<file path="src/rtl/sfmd_pkg.sv">
package sfmd_pkg;

  localparam logic [1:0] OP_TICK   = 2'd0;
  localparam logic [1:0] OP_MINUTE = 2'd1;
  localparam logic [1:0] OP_SET    = 2'd2;

  localparam logic [1:0] REG_STEPS_PER_FLAP = 2'd0;
  localparam logic [1:0] REG_ONES_LIMIT     = 2'd1;
  localparam logic [1:0] REG_TENS_LIMIT     = 2'd2;

  localparam logic [7:0] STEPS_PER_FLAP_RST = 8'd52;
  localparam logic [3:0] ONES_LIMIT_RST     = 4'd10;
  localparam logic [3:0] TENS_LIMIT_RST     = 4'd6;

  typedef struct packed {
    logic [1:0] opcode;
    logic       hall_ones;
    logic       hall_tens;
    logic [3:0] target_ones;
    logic [3:0] target_tens;
  } cmd_t;

  typedef struct packed {
    logic [3:0] coils_ones;
    logic [3:0] coils_tens;
    logic       busy_res;
    logic       rejected;
    logic [3:0] ones_digit;
    logic [3:0] tens_digit;
  } res_t;

  // Per-motor control for one processed item.
  typedef struct packed {
    logic tick;
    logic hall;
    logic load_home;
    logic load_steps;
  } motor_ctl_t;

  // Per-motor status back to the controller.
  typedef struct packed {
    logic [3:0] coil;
    logic       busy;
    logic       busy_next;
  } motor_sts_t;

endpackage

</file>
<file path="src/rtl/split_flap_minutes_driver.sv">
// An accepted item is held in the input register, then moves to the result register.
// Throughput: one item per cycle unless res_stall holds it; state is updated as the item
// moves from input to result register, so the next item sees it at once.
// Reset (rst, synchronous, active high) clears both motors and digits, empties
// both registers and loads steps_per_flap 52, ones_limit 10, tens_limit 6.
module split_flap_minutes_driver #(
  parameter int STEP_COUNT_BITS = 12
) (
  input  logic            clk,
  input  logic            rst,
  // command channel
  input  logic            cmd_valid,
  output logic            cmd_stall,
  input  sfmd_pkg::cmd_t  cmd,
  // result channel
  output logic            res_valid,
  input  logic            res_stall,
  output sfmd_pkg::res_t  res,
  // register writes
  input  logic            cfg_valid,
  output logic            cfg_ready,
  input  logic [1:0]      cfg_index,
  input  logic [7:0]      cfg_data
);
  import sfmd_pkg::*;

  localparam int PROD_BITS = 12;
  localparam int EXT_BITS  = (STEP_COUNT_BITS > PROD_BITS) ? STEP_COUNT_BITS : PROD_BITS;
  localparam logic [EXT_BITS-1:0] STEP_MAX = EXT_BITS'({STEP_COUNT_BITS{1'b1}});

  // Steps for a number of flaps, saturated at the counter's top value.
  function automatic logic [STEP_COUNT_BITS-1:0] flap_steps(input logic [3:0] digits,
                                                            input logic [7:0] spf);
    logic [PROD_BITS-1:0] prod;
    logic [EXT_BITS-1:0]  prod_ext;
    prod     = PROD_BITS'(digits) * PROD_BITS'(spf);
    prod_ext = EXT_BITS'(prod);
    if (prod_ext > STEP_MAX) begin
      prod_ext = STEP_MAX;
    end
    return prod_ext[STEP_COUNT_BITS-1:0];
  endfunction

  // Clamp a set target below its limit; a zero limit clamps to zero.
  function automatic logic [3:0] clamp_target(input logic [3:0] t, input logic [3:0] limit);
    logic [3:0] r;
    r = t;
    if (limit == 4'd0) begin
      r = 4'd0;
    end else if (t >= limit) begin
      r = limit - 4'd1;
    end
    return r;
  endfunction

  // Configuration registers.
  logic [7:0] steps_per_flap;
  logic [3:0] ones_limit;
  logic [3:0] tens_limit;

  // Input register, digit counters.
  cmd_t       item;
  logic       item_valid;
  logic [3:0] ones_count, ones_count_next;
  logic [3:0] tens_count, tens_count_next;

  // Datapath between input and result register.
  logic                       advance;
  logic                       busy_now;
  logic                       rejected;
  logic [3:0]                 set_ones, set_tens;
  logic [STEP_COUNT_BITS-1:0] ones_load, tens_load, one_flap;
  motor_ctl_t                 ones_ctl, tens_ctl;
  motor_sts_t                 ones_sts, tens_sts;
  res_t                       res_next;

  // Register writes are taken whenever offered; software must write only while idle, not enforced here.
  assign cfg_ready = 1'b1;

  always_ff @(posedge clk) begin
    if (rst) begin
      steps_per_flap <= STEPS_PER_FLAP_RST;
      ones_limit     <= ONES_LIMIT_RST;
      tens_limit     <= TENS_LIMIT_RST;
    end else if (cfg_valid && cfg_ready) begin
      unique case (cfg_index)
        REG_STEPS_PER_FLAP: steps_per_flap <= cfg_data;
        REG_ONES_LIMIT:     ones_limit     <= cfg_data[3:0];
        REG_TENS_LIMIT:     tens_limit     <= cfg_data[3:0];
        default: ;  // drop writes to unknown registers
      endcase
    end
  end

  // The input item moves on when the result register is empty or is being drained.
  assign advance   = item_valid && (!res_valid || !res_stall);
  assign cmd_stall = item_valid && !advance;

  always_ff @(posedge clk) begin
    if (rst) begin
      item_valid <= 1'b0;
    end else if (cmd_valid && !cmd_stall) begin
      item_valid <= 1'b1;
    end else if (advance) begin
      item_valid <= 1'b0;
    end
  end

  // Payload register: load on accept, hold otherwise.
  always_ff @(posedge clk) begin
    if (cmd_valid && !cmd_stall) begin
      item <= cmd;
    end
  end

  assign busy_now = ones_sts.busy || tens_sts.busy;
  assign set_ones = clamp_target(item.target_ones, ones_limit);
  assign set_tens = clamp_target(item.target_tens, tens_limit);
  assign one_flap = flap_steps(4'd1, steps_per_flap);

  // Decode the item into motor controls and digit updates. Nothing is applied
  // unless the item advances this cycle.
  always_comb begin
    ones_ctl        = '0;
    tens_ctl        = '0;
    ones_ctl.hall   = item.hall_ones;
    tens_ctl.hall   = item.hall_tens;
    ones_load       = one_flap;
    tens_load       = one_flap;
    ones_count_next = ones_count;
    tens_count_next = tens_count;
    rejected        = 1'b0;
    if (advance) begin
      unique case (item.opcode)
        OP_TICK: begin
          ones_ctl.tick = 1'b1;
          tens_ctl.tick = 1'b1;
        end
        OP_MINUTE: begin
          if (busy_now) begin
            rejected = 1'b1;
          end else if ({1'b0, ones_count} + 5'd1 >= {1'b0, ones_limit}) begin
            // ones wrap: home the ones drum, carry into tens
            ones_count_next    = 4'd0;
            ones_ctl.load_home = 1'b1;
            if ({1'b0, tens_count} + 5'd1 >= {1'b0, tens_limit}) begin
              tens_count_next    = 4'd0;
              tens_ctl.load_home = 1'b1;
            end else begin
              tens_count_next     = tens_count + 4'd1;
              tens_ctl.load_steps = 1'b1;
            end
          end else begin
            ones_count_next     = ones_count + 4'd1;
            ones_ctl.load_steps = 1'b1;
          end
        end
        OP_SET: begin
          if (busy_now) begin
            rejected = 1'b1;
          end else begin
            // home both drums, then step out to the clamped targets
            ones_count_next     = set_ones;
            tens_count_next     = set_tens;
            ones_ctl.load_home  = 1'b1;
            ones_ctl.load_steps = 1'b1;
            tens_ctl.load_home  = 1'b1;
            tens_ctl.load_steps = 1'b1;
            ones_load           = flap_steps(set_ones, steps_per_flap);
            tens_load           = flap_steps(set_tens, steps_per_flap);
          end
        end
        default: ;  // unused opcode: ignore
      endcase
    end
  end

  sfmd_motor #(
    .STEP_COUNT_BITS (STEP_COUNT_BITS)
  ) u_ones (
    .clk        (clk),
    .rst        (rst),
    .ctl        (ones_ctl),
    .load_value (ones_load),
    .sts        (ones_sts)
  );

  sfmd_motor #(
    .STEP_COUNT_BITS (STEP_COUNT_BITS)
  ) u_tens (
    .clk        (clk),
    .rst        (rst),
    .ctl        (tens_ctl),
    .load_value (tens_load),
    .sts        (tens_sts)
  );

  always_ff @(posedge clk) begin
    if (rst) begin
      ones_count <= 4'd0;
      tens_count <= 4'd0;
    end else begin
      ones_count <= ones_count_next;
      tens_count <= tens_count_next;
    end
  end

  always_comb begin
    res_next.coils_ones = ones_sts.coil;
    res_next.coils_tens = tens_sts.coil;
    res_next.busy_res   = ones_sts.busy_next || tens_sts.busy_next;
    res_next.rejected   = rejected;
    res_next.ones_digit = ones_count_next;
    res_next.tens_digit = tens_count_next;
  end

  // Result register: fill on advance, empty once the item is taken.
  always_ff @(posedge clk) begin
    if (rst) begin
      res_valid <= 1'b0;
    end else if (advance) begin
      res_valid <= 1'b1;
    end else if (!res_stall) begin
      res_valid <= 1'b0;
    end
  end

  always_ff @(posedge clk) begin
    if (advance) begin
      res <= res_next;
    end
  end

endmodule

</file>
<file path="src/rtl/sfmd_motor.sv">
module sfmd_motor #(
  parameter int STEP_COUNT_BITS = 12
) (
  input  logic                       clk,
  input  logic                       rst,
  input  sfmd_pkg::motor_ctl_t       ctl,
  input  logic [STEP_COUNT_BITS-1:0] load_value,
  output sfmd_pkg::motor_sts_t       sts
);
  import sfmd_pkg::*;

  logic [1:0]                 phase, phase_next;
  logic [STEP_COUNT_BITS-1:0] steps_left, steps_left_next;
  logic                       homing, homing_next;
  logic [3:0]                 coil;

  always_comb begin
    phase_next      = phase;
    steps_left_next = steps_left;
    homing_next     = homing;
    coil            = 4'd0;
    if (ctl.tick) begin
      priority if (homing) begin
        // stop on the first phase-0 tick that sees the sensor low
        if (phase == 2'd0 && !ctl.hall) begin
          homing_next = 1'b0;
        end else begin
          coil       = 4'd1 << phase;
          phase_next = phase + 2'd1;
        end
      end else if (steps_left != '0) begin
        steps_left_next = steps_left - STEP_COUNT_BITS'(1);
        coil            = 4'd1 << phase;
        phase_next      = phase + 2'd1;
      end else begin
        // idle motor: leave the coils off
        coil = 4'd0;
      end
    end else begin
      if (ctl.load_home) begin
        homing_next = 1'b1;
      end
      if (ctl.load_steps) begin
        steps_left_next = load_value;
      end
    end
  end

  always_ff @(posedge clk) begin
    if (rst) begin
      phase      <= 2'd0;
      steps_left <= '0;
      homing     <= 1'b0;
    end else begin
      phase      <= phase_next;
      steps_left <= steps_left_next;
      homing     <= homing_next;
    end
  end

  assign sts.coil      = coil;
  assign sts.busy      = homing || (steps_left != '0);
  assign sts.busy_next = homing_next || (steps_left_next != '0);

endmodule

</file>
<file path="config.mk">
export PLATFORM = sky130hd
export DESIGN_NAME = split_flap_minutes_driver
export DESIGN_NICKNAME = d
export VERILOG_FILES = /design/src/rtl/sfmd_pkg.sv /design/src/rtl/split_flap_minutes_driver.sv /design/src/rtl/sfmd_motor.sv
export SDC_FILE = /design/constraint.sdc
export NUM_CORES = 1
export LEC_CHECK = 0
export ABC_AREA = 1
export CAP_MARGIN = 20
export CORE_MARGIN = 2
export CORE_UTILIZATION = 65
export DETAILED_ROUTE_END_ITERATION = 10
export DONT_BUFFER_PORTS = 1
export PLACE_DENSITY = 0.81
export SLEW_MARGIN = 20
export SYNTH_ARGS = -nofsm -noshare
export SYNTH_HDL_FRONTEND = slang
export SYNTH_SLANG_ARGS = --single-unit
export TNS_END_PERCENT = 20
</file>
<file path="constraint.sdc">
create_clock -name clk -period 6.42 [get_ports clk]
set_input_delay 1.605 -clock clk [delete_from_list [all_inputs] [get_ports clk]]
set_output_delay 1.605 -clock clk [all_outputs]
set_load 0.02 [all_outputs]
</file>
# [Word-level counts from Yosys, hierarchy flattened]
# Cells that the tools add are included.
[word_totals] register_bits=86 input_bits=27 out_inout_bits=21 wordCells=158
[op_classes] n_addsub=10 mul=2 magnitude_cmp=6 eq_ne=7 n_shift=2 mux=70 reduce_logical=37
[op_table] operator="two-way mux 12 bit" n=16
[op_table] operator="two-way mux 4 bit" n=19
[op_table] operator="nonzero test 12 bit" n=4
[op_table] operator="greater-than comparator 12 bit (second input constant)" n=2
[op_table] operator="multiplier 4 x 8 -> 12 bit" n=2
[op_table] operator="two-way mux 2 bit" n=12
[op_table] operator="subtractor 12 x 1 -> 12 bit (second input constant)" n=2
[op_table] operator="two-way mux 1 bit" n=19
[op_table] operator="one-hot mux 4 bit (2 select lines)" n=2
[op_table] operator="adder 4 x 1 -> 5 bit (second input constant)" n=2
[op_table] operator="greater-or-equal comparator 5 x 4 -> 1 bit" n=2
[op_table] operator="adder 4 x 1 -> 4 bit (second input constant)" n=2
[op_table] operator="greater-or-equal comparator 4 bit" n=2
[op_table] operator="zero test 2 bit" n=4
[op_table] operator="zero test 4 bit" n=2
[op_table] operator="one-hot mux 2 bit (2 select lines)" n=2
[op_table] operator="<< shifter 1 x 2 -> 4 bit (first input constant)" n=2
[op_table] operator="subtractor 4 x 1 -> 4 bit (second input constant)" n=2
[op_table] operator="logical OR 1 bit" n=7
[op_table] operator="zero test 1 bit" n=6
[op_table] operator="AND reduction 2 bit" n=3
[op_table] operator="AND reduction 3 bit" n=2
[op_table] operator="nonzero test 2 bit" n=3
[op_table] operator="logical AND 1 bit" n=5
[op_table] operator="6 further kinds" n=10

# [Longest topological paths before layout]
[depth] depth_word=14 ltp_mapped=32

# [Cells and area by module]
# A second synthesis with hierarchy kept.
[hier_totals] cells_unflattened=1055 area_unflattened_um2=7479.7
[modules_own_cells] mod="split_flap_minutes_driver" n_inst=1 cells_each=657 area_per_inst_um2=5059.9 seq_area_each_um2=1421.4
[modules_own_cells] mod="sfmd_motor" n_inst=2 cells_each=199 area_per_inst_um2=1209.9 seq_area_each_um2=300.3

# [Worst setup path before layout]
# No wires, ideal clock.
[synth_timing] path_type="register to register" start="register tens_limit[3]" end="register res[9] (netlist name), data pin" arrival_ns=4.211 slack_ns=1.955 path_stages_with_launch=23 period_less_slack_ns=4.465 path_cell_list="dfxtp_1 > inv_1 > ha_1 > a21oi_1 > nand3_1 > nand2_1 > o211ai_1 > or2_2 > fa_1 > inv_1 > fa_1 > fa_1 > nand3_1 > nand2_1 > or2_2 > nand3_1 > nand3_1 > nand3_1 > nand2_1 > nor2_1 > nand2_1 > nor2_1 > nand2_1"
[synth_rtl] element="start: declaration" line_no="split_flap_minutes_driver.sv:59" rtl="logic [3:0] tens_limit;"
[synth_rtl] element="start signal: assignment" line_no="split_flap_minutes_driver.sv:89" rtl="REG_TENS_LIMIT: tens_limit <= cfg_data[3:0];"
[synth_rtl] element="end signal: assignment" line_no="split_flap_minutes_driver.sv:230" rtl="res <= res_next;"
[synth_rtl] element="end: declaration" line_no="split_flap_minutes_driver.sv:18" rtl="output sfmd_pkg::res_t res,"

==> metrics.txt <==
final hold viol count=0; routed via count=approximately 6500; die area=11900 µm²; largest area contributor in the netlist=dfxtp_1; VDD IR max=0.000144 V; top post-synthesis cells by count=nand2_1, inv_1, nor2_1, a21oi_1, ha_1; first-pass GRT wire length=28400 µm; CTS tree=built; crit path kind=reg -> reg; Initial Utilization=0.663; TNS Setup=0 ns; num rows=38; clock sink total=86; post-layout util=0.690; Worst R2R Path Depth=23; core area=10800 µm²; H-tree depth=3; Worst Hold Depth=2; Slew Limit Fails=0; pwr/cell area=between 200 and 300 nW/µm²; EDFF count, synth=30; Remaining Overflow, GRT=0; RSZ-0062 raised after global routing=no; nets=1120; final critical-path required period=5.23 ns; vias in the first global route=6113; Leak=3.75 nW; design area=between 7000 and 8000 µm²; final setup vio count=0; Worst-Skew Late Latency=0.38 ns; PostCTS Resize Cnt=0; Post-synth ARST share=0; Port Buffer Count=0; crit end category=register; placed inst area=7270 µm²; Max transition margin=0.342; Die Height=between 100 and 150 µm; antenna violations before repair=0; fin crit share=0.814; Req. time, crit path=6.56 ns; Hold WC Path Type=reg -> reg; RR Startpoint=tens_limit[3]; count leader, synth=nand2_1; Residual DRC=0; Post-CTS Setup Bufs=0; hold-fix buffers at CTS=0; post-route antenna net violation count=0; cts bufs inserted=9; post-synthesis instance area=7160 µm²; Hold EP=res_valid; post-detail-place hpwl=between 10000 and 15000 µm; CP arrival=5.36 ns; Layout area overhead=3.95%; Clock transition at path regs=0.09 ns; Mean Syn Cell Area=between 7 and 8 µm²; GP Congestion=0.938; Total GRT Usage=0.305; critical path launch point type=register; Max Clk Rate=191 MHz; status=finished clean; reg-to-reg setup timing slack=1.19 ns; Synth Flop Type=dfxtp_1; Crit Path Max Fanout=9; I/O Pins=48; clock root cell=clkbuf_8; first drt pass iteration count=5; initial DRC count=500; Mapped Cells=1006; sequential element share of the synthesized area=0.282; hold path start=item_valid; pre-CTS setup slack=1.24 ns; # diodes=0; dpl cells=1133; post-route insts no fill=1149; Worst-Margin Slew=0.983 ns; Synth Net Count=1122; pin count of the biggest net entering global routing=33; worst r2r dst=res[9]; Yosys top cell area share=0.157; Clock Path Buffers=2; warnings from Yosys=0; Layout Skew=0.0126 ns; Max Cap Viol=0; Avg WL per Cell=14.7 µm; layout cells sized above 1=0.0525; Tot Pwr=around 1.9 mW; final setup margin=1.19 ns; Hold WS=~0.5 ns; flops & latches, synth=86; synth top area cells=dfxtp_1, edfxtp_1, nand2_1; Routed Wire Length=about 17000 µm; Die Wd=109 µm; Vias/cell=approximately 5.6; Synth cell types=45
[where the power goes]
| part | internal, mW | leakage, nW | switching (mW) | total, mW |
|---|---|---|---|---|
| clock network | 0.143 | 0.0870 | 0.209 | 0.352 |
| registers | 0.597 | 0.746 | 0.0310 | 0.628 |
| logic | 0.315 | 2.91 | 0.599 | 0.914 |
| total | 1.05 | 3.75 | 0.839 | 1.89 |
[registers in the layout, indices dropped and copies added, names as in the netlist]
register           flops
item                  12
item_valid             1
ones_count             4
ones_limit             4
res                   18
res_valid              1
steps_per_flap         8
tens_count             4
tens_limit             4
u_ones.homing          1
u_ones.phase           2
u_ones.steps_left     12
u_tens.homing          1
u_tens.phase           2
u_tens.steps_left     12
[worst max-delay path by stage]
stage	startpoint	end	slack (ns)	cells past startpoint
final	tens_limit[3]	res[9]	1.19	23
after global routing	tens_limit[3]	res[9]	0.66	25
after CTS	tens_limit[3]	res[9]	1.21	23
after detailed placement	tens_limit[2]	res[9]	1.24	25
after global placement	tens_limit[3]	res[9]	1.37	23
after floorplan	tens_limit[3]	res[9]	1.95	22
[cells by family after synthesis]
kind of cell    Yosys count  synth area share
other cells               1          0.000524
xor+xnor                 18            0.0220
compound gates          153             0.117
flops                    86             0.282
fa+ha+maj                89             0.181
simple gates            469             0.294
buf+inv                 190             0.103
[critical path: stages (launching register included)]
cell and delay (ns):
dfxtp_1 0.35, inv_1 0.10, ha_1 0.32, a21oi_1 0.18, nand3_1 0.22, o211ai_1 0.76
nor2_1 0.14, fa_1 0.55, inv_1 0.06, fa_1 0.52, inv_1 0.04, ha_1 0.36
nand2_1 0.11, or2_2 0.32, nand4_1 0.07, nand2_1 0.07, nand2_1 0.07, nand2_1 0.05
a21oi_1 0.18, nand3_1 0.10, nor2_1 0.17, nand2_1 0.08, nor2_1 0.10, nand2_1 0.06
[layout by cell type (no fill, tap or decap), drive strengths merged]
cell and instances:
a21oi 69, nand3b 6, o21ai 57, nand2 225
clkbuf 10, fa 24, buf 2, nor2 129
o22ai 2, and2 3, clkinv 7, a21boi 1
nand4 23, inv 173, ha 65, o211ai 11
clkinvlp 1, dfxtp 56, a31oi 3, nand3 69
xor2 12, a21o 2, xnor2 6, a22oi 1
nor3 8, or2 6, edfxtp 30, o311ai 1
conb 1, o221ai 2, o21a 2, o21bai 2
[layer usage]
| layer | track usage | vias to the layer above | wire (µm) |
|---|---|---|---|
| li1 | - | 3247 | - |
| met1 | 0.409 | 2938 | 7560 |
| met2 | 0.489 | 232 | 7700 |
| met3 | 0.0418 | 33 | 1140 |
| met4 | 0.132 | 0 | 481 |
| met5 | 0 | - | 0 |
[cell type report]
type                       instances  area (µm²)
multi-input combinational        730        4400
fill                             953        3350
sequential                        86        2020
inverter                         175         657
tap                              140         175
clock buffer                      10         128
clock inverter                     6        43.8
timing repair buffer               2        15.0
Note: power is estimated with default switching activity, not from simulation.
